[config.mk]
export PLATFORM = sky130hd
export DESIGN_NAME = scan_gap_segmenter
export DESIGN_NICKNAME = d
export VERILOG_FILES = /design/src/hdl/sgs_pkg.sv /design/src/hdl/scan_gap_segmenter.sv
export SDC_FILE = /design/constraint.sdc
export NUM_CORES = 2
export LEC_CHECK = 0
export ABC_AREA = 1
export BUFFER_PORTS_ARGS = -buffer_cell sky130_fd_sc_hd__buf_2
export CORE_MARGIN = 2
export CORE_UTILIZATION = 50
export DETAILED_ROUTE_END_ITERATION = 16
export PLACE_DENSITY_LB_ADDON = 0.3
export SYNTH_ARGS = -nofsm -noshare
export SYNTH_HDL_FRONTEND = slang
export SYNTH_SLANG_ARGS = --single-unit
[constraint.sdc]
create_clock -name clk -period 14.5 [get_ports clk]
set_input_delay 1.45 -clock clk [delete_from_list [all_inputs] [get_ports clk]]
set_output_delay 1.45 -clock clk [all_outputs]
set_load 0.005 [all_outputs]
[src/hdl/sgs_pkg.sv]
`timescale 1ns / 1ps
// ----------------------------------------------------------------------------
// sgs_pkg
// Constants and the descriptor type of the scan gap segmenter.
// ----------------------------------------------------------------------------
package sgs_pkg;

  localparam int MAX_POINTS  = 1024;
  localparam int IDX_W       = 10;
  localparam int CNT_W       = 11;
  localparam int SEQ_W       = 10;
  localparam int COORD_W     = 16;
  localparam int GAP_W       = 16;
  localparam int SQ_W        = 2 * COORD_W;
  localparam int MIN_GROUP   = 3;
  localparam int GAP_RESET   = 100;
  localparam int FIFO_DEPTH  = 8;
  localparam int FIFO_AW     = 3;
  localparam int IN_DATA_W   = 32;
  localparam int OUT_DATA_W  = 48;
  localparam int OUT_USER_W  = 2;

  typedef logic [IDX_W-1:0]   idx_t;
  typedef logic [CNT_W-1:0]   cnt_t;
  typedef logic [SEQ_W-1:0]   seq_t;
  typedef logic [COORD_W-1:0] coord_t;

  typedef struct packed {
    seq_t group_seq;
    idx_t start_index;
    idx_t end_index;
    cnt_t point_count;
    logic wraps;
    logic scan_done;
    logic overflow;
  } desc_t;

endpackage

[src/hdl/scan_gap_segmenter.sv]
`timescale 1ns / 1ps
// ----------------------------------------------------------------------------
// scan_gap_segmenter
// Splits a lidar scan into groups of neighbouring points and emits one
// descriptor per kept group.
// ----------------------------------------------------------------------------
// Usage:
// Points enter on the s_ channel, one item per point: s_tdata holds x in the
// low half and y in the high half, s_tlast marks the final point of a scan.
// Group descriptors leave on the m_ channel; m_tlast marks the last descriptor
// of a scan and m_tuser carries the wrap and overflow flags.
// The gap register is written through cfg_we / cfg_wdata; the user must write
// it only while the block is idle, as the block itself does not enforce this.
// Its square is registered in the cycle after the write. An item passes an
// input register, a product register holding the squared coordinate
// differences, and then the group logic, which pushes up to three descriptors
// into an eight-entry output queue. One item is taken every cycle while the
// queue has room for three descriptors; the queue drains one per cycle, so a
// stalled receiver holds the pipeline once six descriptors are waiting.
// Reset clears all scan state and queue, and sets the gap register to 100 mm.
// ----------------------------------------------------------------------------
module scan_gap_segmenter (
  input  logic                            clk,
  input  logic                            rst,
  input  logic                            cfg_we,
  input  logic [sgs_pkg::GAP_W-1:0]       cfg_wdata,   // max_gap_mm
  input  logic                            s_tvalid,
  output logic                            s_tready,
  input  logic [sgs_pkg::IN_DATA_W-1:0]   s_tdata,     // point_x, point_y
  input  logic                            s_tlast,     // scan_last
  output logic                            m_tvalid,
  input  logic                            m_tready,
  // group_seq, start_index, end_index, point_count, zero fill
  output logic [sgs_pkg::OUT_DATA_W-1:0]  m_tdata,
  output logic [sgs_pkg::OUT_USER_W-1:0]  m_tuser,     // wraps, overflow
  output logic                            m_tlast      // scan_done
);
  import sgs_pkg::*;

  localparam cnt_t MAX_CNT = CNT_W'(MAX_POINTS);
  localparam cnt_t MIN_CNT = CNT_W'(MIN_GROUP);

  // Configuration.
  logic [GAP_W-1:0] max_gap;
  logic [SQ_W-1:0]  gap_sq;

  always_ff @(posedge clk) begin
    if (rst) begin
      max_gap <= GAP_W'(GAP_RESET);
    end else if (cfg_we) begin
      max_gap <= cfg_wdata;
    end
  end

  always_ff @(posedge clk) begin
    gap_sq <= SQ_W'(max_gap) * SQ_W'(max_gap);
  end

  // Output queue bookkeeping.
  desc_t              fifo_mem [FIFO_DEPTH];
  logic [FIFO_AW-1:0] wr_ptr;
  logic [FIFO_AW-1:0] rd_ptr;
  logic [FIFO_AW:0]   fifo_count;
  logic [FIFO_AW:0]   fifo_count_next;
  logic               adv;
  logic               pop;

  assign adv      = fifo_count <= (FIFO_AW + 1)'(FIFO_DEPTH - 3);
  assign s_tready = adv;

  // Input side: previous and first point of the scan, tracked at acceptance.
  logic   in_acc;
  logic   at_start;
  coord_t in_prev_x, in_prev_y, in_first_x, in_first_y;
  coord_t x_in, y_in;

  assign in_acc = s_tvalid && s_tready;
  assign x_in   = s_tdata[COORD_W-1:0];
  assign y_in   = s_tdata[2*COORD_W-1:COORD_W];

  always_ff @(posedge clk) begin
    if (rst) begin
      at_start <= 1'b1;
    end else if (in_acc) begin
      at_start <= s_tlast;
    end
  end

  always_ff @(posedge clk) begin
    if (in_acc) begin
      in_prev_x <= x_in;
      in_prev_y <= y_in;
      if (at_start) begin
        in_first_x <= x_in;
        in_first_y <= y_in;
      end
    end
  end

  // Stage 1: input register.
  logic   s1_valid, s1_last;
  coord_t s1_x, s1_y, s1_px, s1_py, s1_fx, s1_fy;

  always_ff @(posedge clk) begin
    if (rst) begin
      s1_valid <= 1'b0;
    end else if (adv) begin
      s1_valid <= s_tvalid;
    end
  end

  always_ff @(posedge clk) begin
    if (adv) begin
      s1_last <= s_tlast;
      s1_x    <= x_in;
      s1_y    <= y_in;
      s1_px   <= in_prev_x;
      s1_py   <= in_prev_y;
      s1_fx   <= at_start ? x_in : in_first_x;
      s1_fy   <= at_start ? y_in : in_first_y;
    end
  end

  // Stage 2: squared differences.
  logic signed [COORD_W:0]     dpx, dpy, dfx, dfy;
  logic signed [2*COORD_W+1:0] ppx, ppy, pfx, pfy;

  assign dpx = $signed({s1_x[COORD_W-1], s1_x}) - $signed({s1_px[COORD_W-1], s1_px});
  assign dpy = $signed({s1_y[COORD_W-1], s1_y}) - $signed({s1_py[COORD_W-1], s1_py});
  assign dfx = $signed({s1_x[COORD_W-1], s1_x}) - $signed({s1_fx[COORD_W-1], s1_fx});
  assign dfy = $signed({s1_y[COORD_W-1], s1_y}) - $signed({s1_fy[COORD_W-1], s1_fy});
  assign ppx = (2*COORD_W+2)'(dpx) * (2*COORD_W+2)'(dpx);
  assign ppy = (2*COORD_W+2)'(dpy) * (2*COORD_W+2)'(dpy);
  assign pfx = (2*COORD_W+2)'(dfx) * (2*COORD_W+2)'(dfx);
  assign pfy = (2*COORD_W+2)'(dfy) * (2*COORD_W+2)'(dfy);

  logic            s2_valid, s2_last;
  logic [SQ_W-1:0] s2_px2, s2_py2, s2_fx2, s2_fy2;

  always_ff @(posedge clk) begin
    if (rst) begin
      s2_valid <= 1'b0;
    end else if (adv) begin
      s2_valid <= s1_valid;
    end
  end

  // A 17-bit difference squared stays below 2^32, so the low bits are exact.
  always_ff @(posedge clk) begin
    if (adv) begin
      s2_last <= s1_last;
      s2_px2  <= ppx[SQ_W-1:0];
      s2_py2  <= ppy[SQ_W-1:0];
      s2_fx2  <= pfx[SQ_W-1:0];
      s2_fy2  <= pfy[SQ_W-1:0];
    end
  end

  // Stage 3: group logic and scan state.
  cnt_t pidx, gcount, fgcount;
  idx_t gstart;
  seq_t gnum;
  logic fgclosed, ovf;

  cnt_t pidx_next, gcount_next, fgcount_next;
  idx_t gstart_next;
  seq_t gnum_next;
  logic fgclosed_next, ovf_next;

  logic            fire;
  logic            at_first, beyond, gap_hit, near_first;
  logic [SQ_W:0]   dist_prev, dist_first;
  idx_t            cur;
  logic [CNT_W:0]  total_raw;
  cnt_t            total;
  logic            pa, pb, pc;
  desc_t           da, db, dc;

  assign fire       = adv && s2_valid;
  assign dist_prev  = {1'b0, s2_px2} + {1'b0, s2_py2};
  assign dist_first = {1'b0, s2_fx2} + {1'b0, s2_fy2};

  always_comb begin
    at_first      = (pidx == '0);
    beyond        = (pidx >= MAX_CNT);
    gap_hit       = !at_first && (dist_prev > {1'b0, gap_sq});
    near_first    = (dist_first <= {1'b0, gap_sq});
    ovf_next      = ovf || beyond;
    cur           = beyond ? IDX_W'(MAX_POINTS - 1) : pidx[IDX_W-1:0];
    pidx_next     = beyond ? pidx : pidx + 1'b1;
    gcount_next   = gcount;
    fgcount_next  = fgcount;
    gstart_next   = gstart;
    gnum_next     = gnum;
    fgclosed_next = fgclosed;
    pa = 1'b0;
    pb = 1'b0;
    pc = 1'b0;
    da = '0;
    db = '0;
    dc = '0;
    da.overflow = ovf_next;
    db.overflow = ovf_next;
    dc.overflow = ovf_next;

    priority if (at_first) begin
      gstart_next = '0;
      gcount_next = CNT_W'(1);
    end else if (gap_hit) begin
      if (!fgclosed) begin
        fgclosed_next = 1'b1;
        fgcount_next  = gcount;
        gnum_next     = gnum + 1'b1;
      end else if (gcount >= MIN_CNT) begin
        pa             = 1'b1;
        da.group_seq   = gnum;
        da.start_index = gstart;
        da.end_index   = pidx[IDX_W-1:0] - 1'b1;
        da.point_count = gcount;
        gnum_next      = gnum + 1'b1;
      end
      gstart_next = cur;
      gcount_next = CNT_W'(1);
    end else begin
      gcount_next = (gcount >= MAX_CNT) ? MAX_CNT : gcount + 1'b1;
    end

    total_raw = {1'b0, gcount_next} + {1'b0, fgcount_next};
    total     = (total_raw > {1'b0, MAX_CNT}) ? MAX_CNT : total_raw[CNT_W-1:0];

    if (s2_last) begin
      priority if (!fgclosed_next) begin
        pb             = gcount_next >= MIN_CNT;
        db.end_index   = cur;
        db.point_count = gcount_next;
      end else if (near_first) begin
        // The last group runs on into the first one across the scan seam.
        pb             = total >= MIN_CNT;
        db.group_seq   = gnum_next;
        db.start_index = gstart_next;
        db.end_index   = fgcount_next[IDX_W-1:0] - 1'b1;
        db.point_count = total;
        db.wraps       = 1'b1;
      end else begin
        pb             = 1'b1;
        db.end_index   = fgcount_next[IDX_W-1:0] - 1'b1;
        db.point_count = fgcount_next;
        pc             = gcount_next >= MIN_CNT;
        dc.group_seq   = gnum_next;
        dc.start_index = gstart_next;
        dc.end_index   = cur;
        dc.point_count = gcount_next;
      end
      dc.scan_done = pc;
      db.scan_done = pb && !pc;
      da.scan_done = pa && !pb && !pc;
      pidx_next     = '0;
      gcount_next   = '0;
      fgcount_next  = '0;
      gstart_next   = '0;
      gnum_next     = '0;
      fgclosed_next = 1'b0;
      ovf_next      = 1'b0;
    end

    if (!fire) begin
      pa = 1'b0;
      pb = 1'b0;
      pc = 1'b0;
    end
  end

  always_ff @(posedge clk) begin
    if (rst) begin
      pidx     <= '0;
      gcount   <= '0;
      fgcount  <= '0;
      gstart   <= '0;
      gnum     <= '0;
      fgclosed <= 1'b0;
      ovf      <= 1'b0;
    end else if (fire) begin
      pidx     <= pidx_next;
      gcount   <= gcount_next;
      fgcount  <= fgcount_next;
      gstart   <= gstart_next;
      gnum     <= gnum_next;
      fgclosed <= fgclosed_next;
      ovf      <= ovf_next;
    end
  end

  // Output queue: up to three descriptors written in order each cycle.
  logic [FIFO_AW-1:0] idx_b, idx_c;
  logic [1:0]         npush;

  assign idx_b = wr_ptr + FIFO_AW'(pa);
  assign idx_c = idx_b + FIFO_AW'(pb);
  assign npush = 2'(pa) + 2'(pb) + 2'(pc);
  assign pop   = m_tvalid && m_tready;
  assign fifo_count_next = fifo_count + (FIFO_AW + 1)'(npush) - (FIFO_AW + 1)'(pop);

  always_ff @(posedge clk) begin
    if (pa) begin
      fifo_mem[wr_ptr] <= da;
    end
    if (pb) begin
      fifo_mem[idx_b] <= db;
    end
    if (pc) begin
      fifo_mem[idx_c] <= dc;
    end
  end

  always_ff @(posedge clk) begin
    if (rst) begin
      wr_ptr     <= '0;
      rd_ptr     <= '0;
      fifo_count <= '0;
    end else begin
      wr_ptr     <= wr_ptr + FIFO_AW'(npush);
      rd_ptr     <= rd_ptr + FIFO_AW'(pop);
      fifo_count <= fifo_count_next;
    end
  end

  desc_t head;

  assign head     = fifo_mem[rd_ptr];
  assign m_tvalid = fifo_count != '0;
  assign m_tdata  = {(OUT_DATA_W - SEQ_W - 2 * IDX_W - CNT_W)'(0),
                     head.point_count, head.end_index, head.start_index, head.group_seq};
  assign m_tuser  = {head.overflow, head.wraps};
  assign m_tlast  = head.scan_done;

  // Checks.
  a_fifo_bound: assert property (@(posedge clk) disable iff (rst)
    fifo_count_next <= (FIFO_AW + 1)'(FIFO_DEPTH))
    else $error("output queue overrun");

  a_index_sat: assert property (@(posedge clk) disable iff (rst)
    pidx <= MAX_CNT)
    else $error("point index beyond saturation");

  a_scan_clear: assert property (@(posedge clk) disable iff (rst)
    fire && s2_last |=> pidx == '0 && !fgclosed && !ovf)
    else $error("scan state not cleared after final point");

  a_open_group: assert property (@(posedge clk) disable iff (rst)
    pidx != '0 |-> gcount != '0)
    else $error("open group empty inside a scan");

endmodule

==> results.sh <==
export IMPL_drv_slew=0
export IMPL_clk_pin_slew_worst_paths_ps=70
export IMPL_cts_buffers=86
export IMPL_synth_edff_count=638
export IMPL_clock_fmax_mhz=80.57
export IMPL_synthCells=9077
export IMPL_finalNetCount=10930
export IMPL_finalCritPeriodShare=0.8560
export IMPL_num_vias=60160
export IMPL_dpl_hpwl_um=155400
export IMPL_cts_root_buf="clkbuf_16"
export IMPL_portBuffers=99
export IMPL_syn2layout_area_growth_pct=6.693
export IMPL_ant_nets=0
export IMPL_via_per_inst=5.321
export IMPL_critical_path_class="flip-flop to flip-flop"
export IMPL_synth_cell_type_count=62
export IMPL_yosysMostFrequentCell="inv_1"
export IMPL_setup_viol=0
export IMPL_nFillCells=14820
export IMPL_synth_top_area_cell="fa_1"
export IMPL_min_path_type="flip-flop to flip-flop"
export IMPL_cp_max_fo=26
export IMPL_drc=0
export IMPL_crit_slowest_cell="clkinv_1"
export IMPL_clkLatencyLatePin_ps=720
export IMPL_critPathMaxStageDelay_ps=730
export IMPL_worst_ep_required_time_ps=14860
export IMPL_status="complete, no violations"
export IMPL_synth_area_top_cells="fa_1 (29%), edfxtp_1 (23%), ha_1 (9.6%)"
export IMPL_fp_coreArea_mm2=0.1646
export IMPL_synth_ff_type="edfxtp_1"
export IMPL_cts_hold_buffers_added=0
export IMPL_first_global_vias=63300
export IMPL_cp_num_buf_inv=12
export IMPL_synth_area_mm2=0.08264
export IMPL_track_usage=0.2480
export IMPL_reg2regPathDepth=60
export IMPL_fp_dieW_um=410.6
export IMPL_fin_setup_tns_ps=0
export IMPL_htree_levels=3
export IMPL_drt_iter0_markers=4761
export IMPL_cts_repair_resized=0
export IMPL_grt_max_degree=100
export IMPL_hold_viol=0
export IMPL_worstMarginPinSlew_ps=1308
export IMPL_yosys_top_cells_count="inv_1 (2,011), nand2_1 (1,336), fa_1 (1,200), nor2_1 (943), edfxtp_1 (638)"
export IMPL_route_top_layer_used="met5"
export IMPL_initial_utilization=0.5020
export IMPL_met1_length_um=85280
export IMPL_cp_top_family="simple AND/OR/NAND/NOR gates"
export IMPL_ys_ff_latch=753
export IMPL_cts_tree="yes"
export IMPL_route_met3_wl_um=12790
export IMPL_cp_depth=60
export IMPL_dr_pass1_iters=6
export IMPL_drv_cap=0
export IMPL_endpoint_kind="flip-flop"
export IMPL_grt_overflow=0
export IMPL_crit_arrival_ps=12770
export IMPL_drive_gt1_frac=0.04981
export IMPL_routed_wl_um=203900
export IMPL_rsz0062_at_grt="no"
export IMPL_fp_dieH_um=410.6
export IMPL_yosys_warnings=0
export IMPL_crit_top_cell="nand2_1"
export IMPL_post_cts_buffers=0
export IMPL_holdPathStages=0
export IMPL_finalCriticalPeriod_ps=12410
export IMPL_routedWlPerCell_um=18.03
export IMPL_synth_top_area_frac=0.2907
export IMPL_slew_headroom=0.1250
export IMPL_skew_ps=46.93
export IMPL_gp_congestion=0.9176
export IMPL_rows=149
export IMPL_antenna_found_initial=5
export IMPL_ys_seq_area_frac=0.2597
export IMPL_cts_path_max_buffers=3
export IMPL_design_die_area_mm2=0.1686
export IMPL_avgSynthCellArea_um2=9.105
export IMPL_grt_pass1_wl_um=333100
export IMPL_start_kind="flip-flop"
export IMPL_io_pin_count=107
export IMPL_cts_sinks=753
export IMPL_async_flop_share=0
export IMPL_wl_met2_um=100100
## flip-flops by register name, indices dropped and copies added (netlist names), 31 cells and up
| signal | cells |
|---|---|
| gap_sq | 31 |
| s2_fy2 | 31 |
| fifo_mem | 352 |
| s2_fx2 | 31 |
| s2_px2 | 31 |
| s2_py2 | 31 |
## cells in the final DEF (no fill, tap or decap), types with 121 or more instances in the layout
master,instances
xnor2_1,121
nor2_1,941
a21oi_1,363
o21ai_0,437
ha_1,632
xor2_1,204
nand2_1,1336
o21ai_1,172
inv_1,2008
edfxtp_1,638
fa_1,1200
## area by class of cell
type	count	area [um^2]	share of cell area
sequential	753	21470	0.2435
clock buffer	115	2352	0.02668
inverter	2038	7661	0.08689
timing repair buffer	170	1028	0.01166
multi-input combinational	5998	52500	0.5954
tap	2189	2739	0.03106
clock inverter	40	422.9	0.004796
antenna	3	7.507	0.00008514
## logic make-up (layout without fill, tap and decap cells)
group	after synthesis	in the layout	synth area share
AOI/OAI and AO/OA	1253	1253	0.08292
xor gates and xnor gates	326	326	0.03455
adders and majority gates	1832	1832	0.3864
buffers and inverters	2332	2363	0.1075
DFF	753	753	0.2597
muxes	32	32	0.004360
other	1	10	0.00004538
and+or+nand+nor	2548	2548	0.1246
## final timing paths
kind,start,endpoint,slack [ps]
worst max-delay path,s2_px2[6],fifo_mem[6][19],2090
worst min-delay path,in_prev_x[0],s1_px[0],410
worst min register to register,in_prev_x[0],s1_px[0],410
worst max register to register,s2_px2[6],fifo_mem[6][19],2090
## routing by layer
layer,GRT usage,vias up
li1,-,28120
met1,0.3295,29790
met2,0.4259,1866
met3,0.03253,381
met4,0.07023,6
met5,0,-
## stage by stage
stage / utilization / hold WS [ps] / worst slack [ps] / cells / instance area (um^2)
6_report: 0.5356 / 407.5 / 2088 / 11310 / 88170
5_1_grt: 0.5356 / 420.0 / 1029 / 11300 / 88170
4_1_cts: 0.5356 / 410.1 / 2245 / 11300 / 88170
3_5_place_dp: 0.5187 / 404.5 / 2248 / 11150 / 85390
3_3_place_gp: 0.5187 / 401.9 / 2345 / 11150 / 85390
2_1_floorplan: - / 329.0 / 2849 / 9083 / 82670
Power is not shown: default switching activity piles up to over one toggle a cycle in this logic, so the estimate is an artifact.
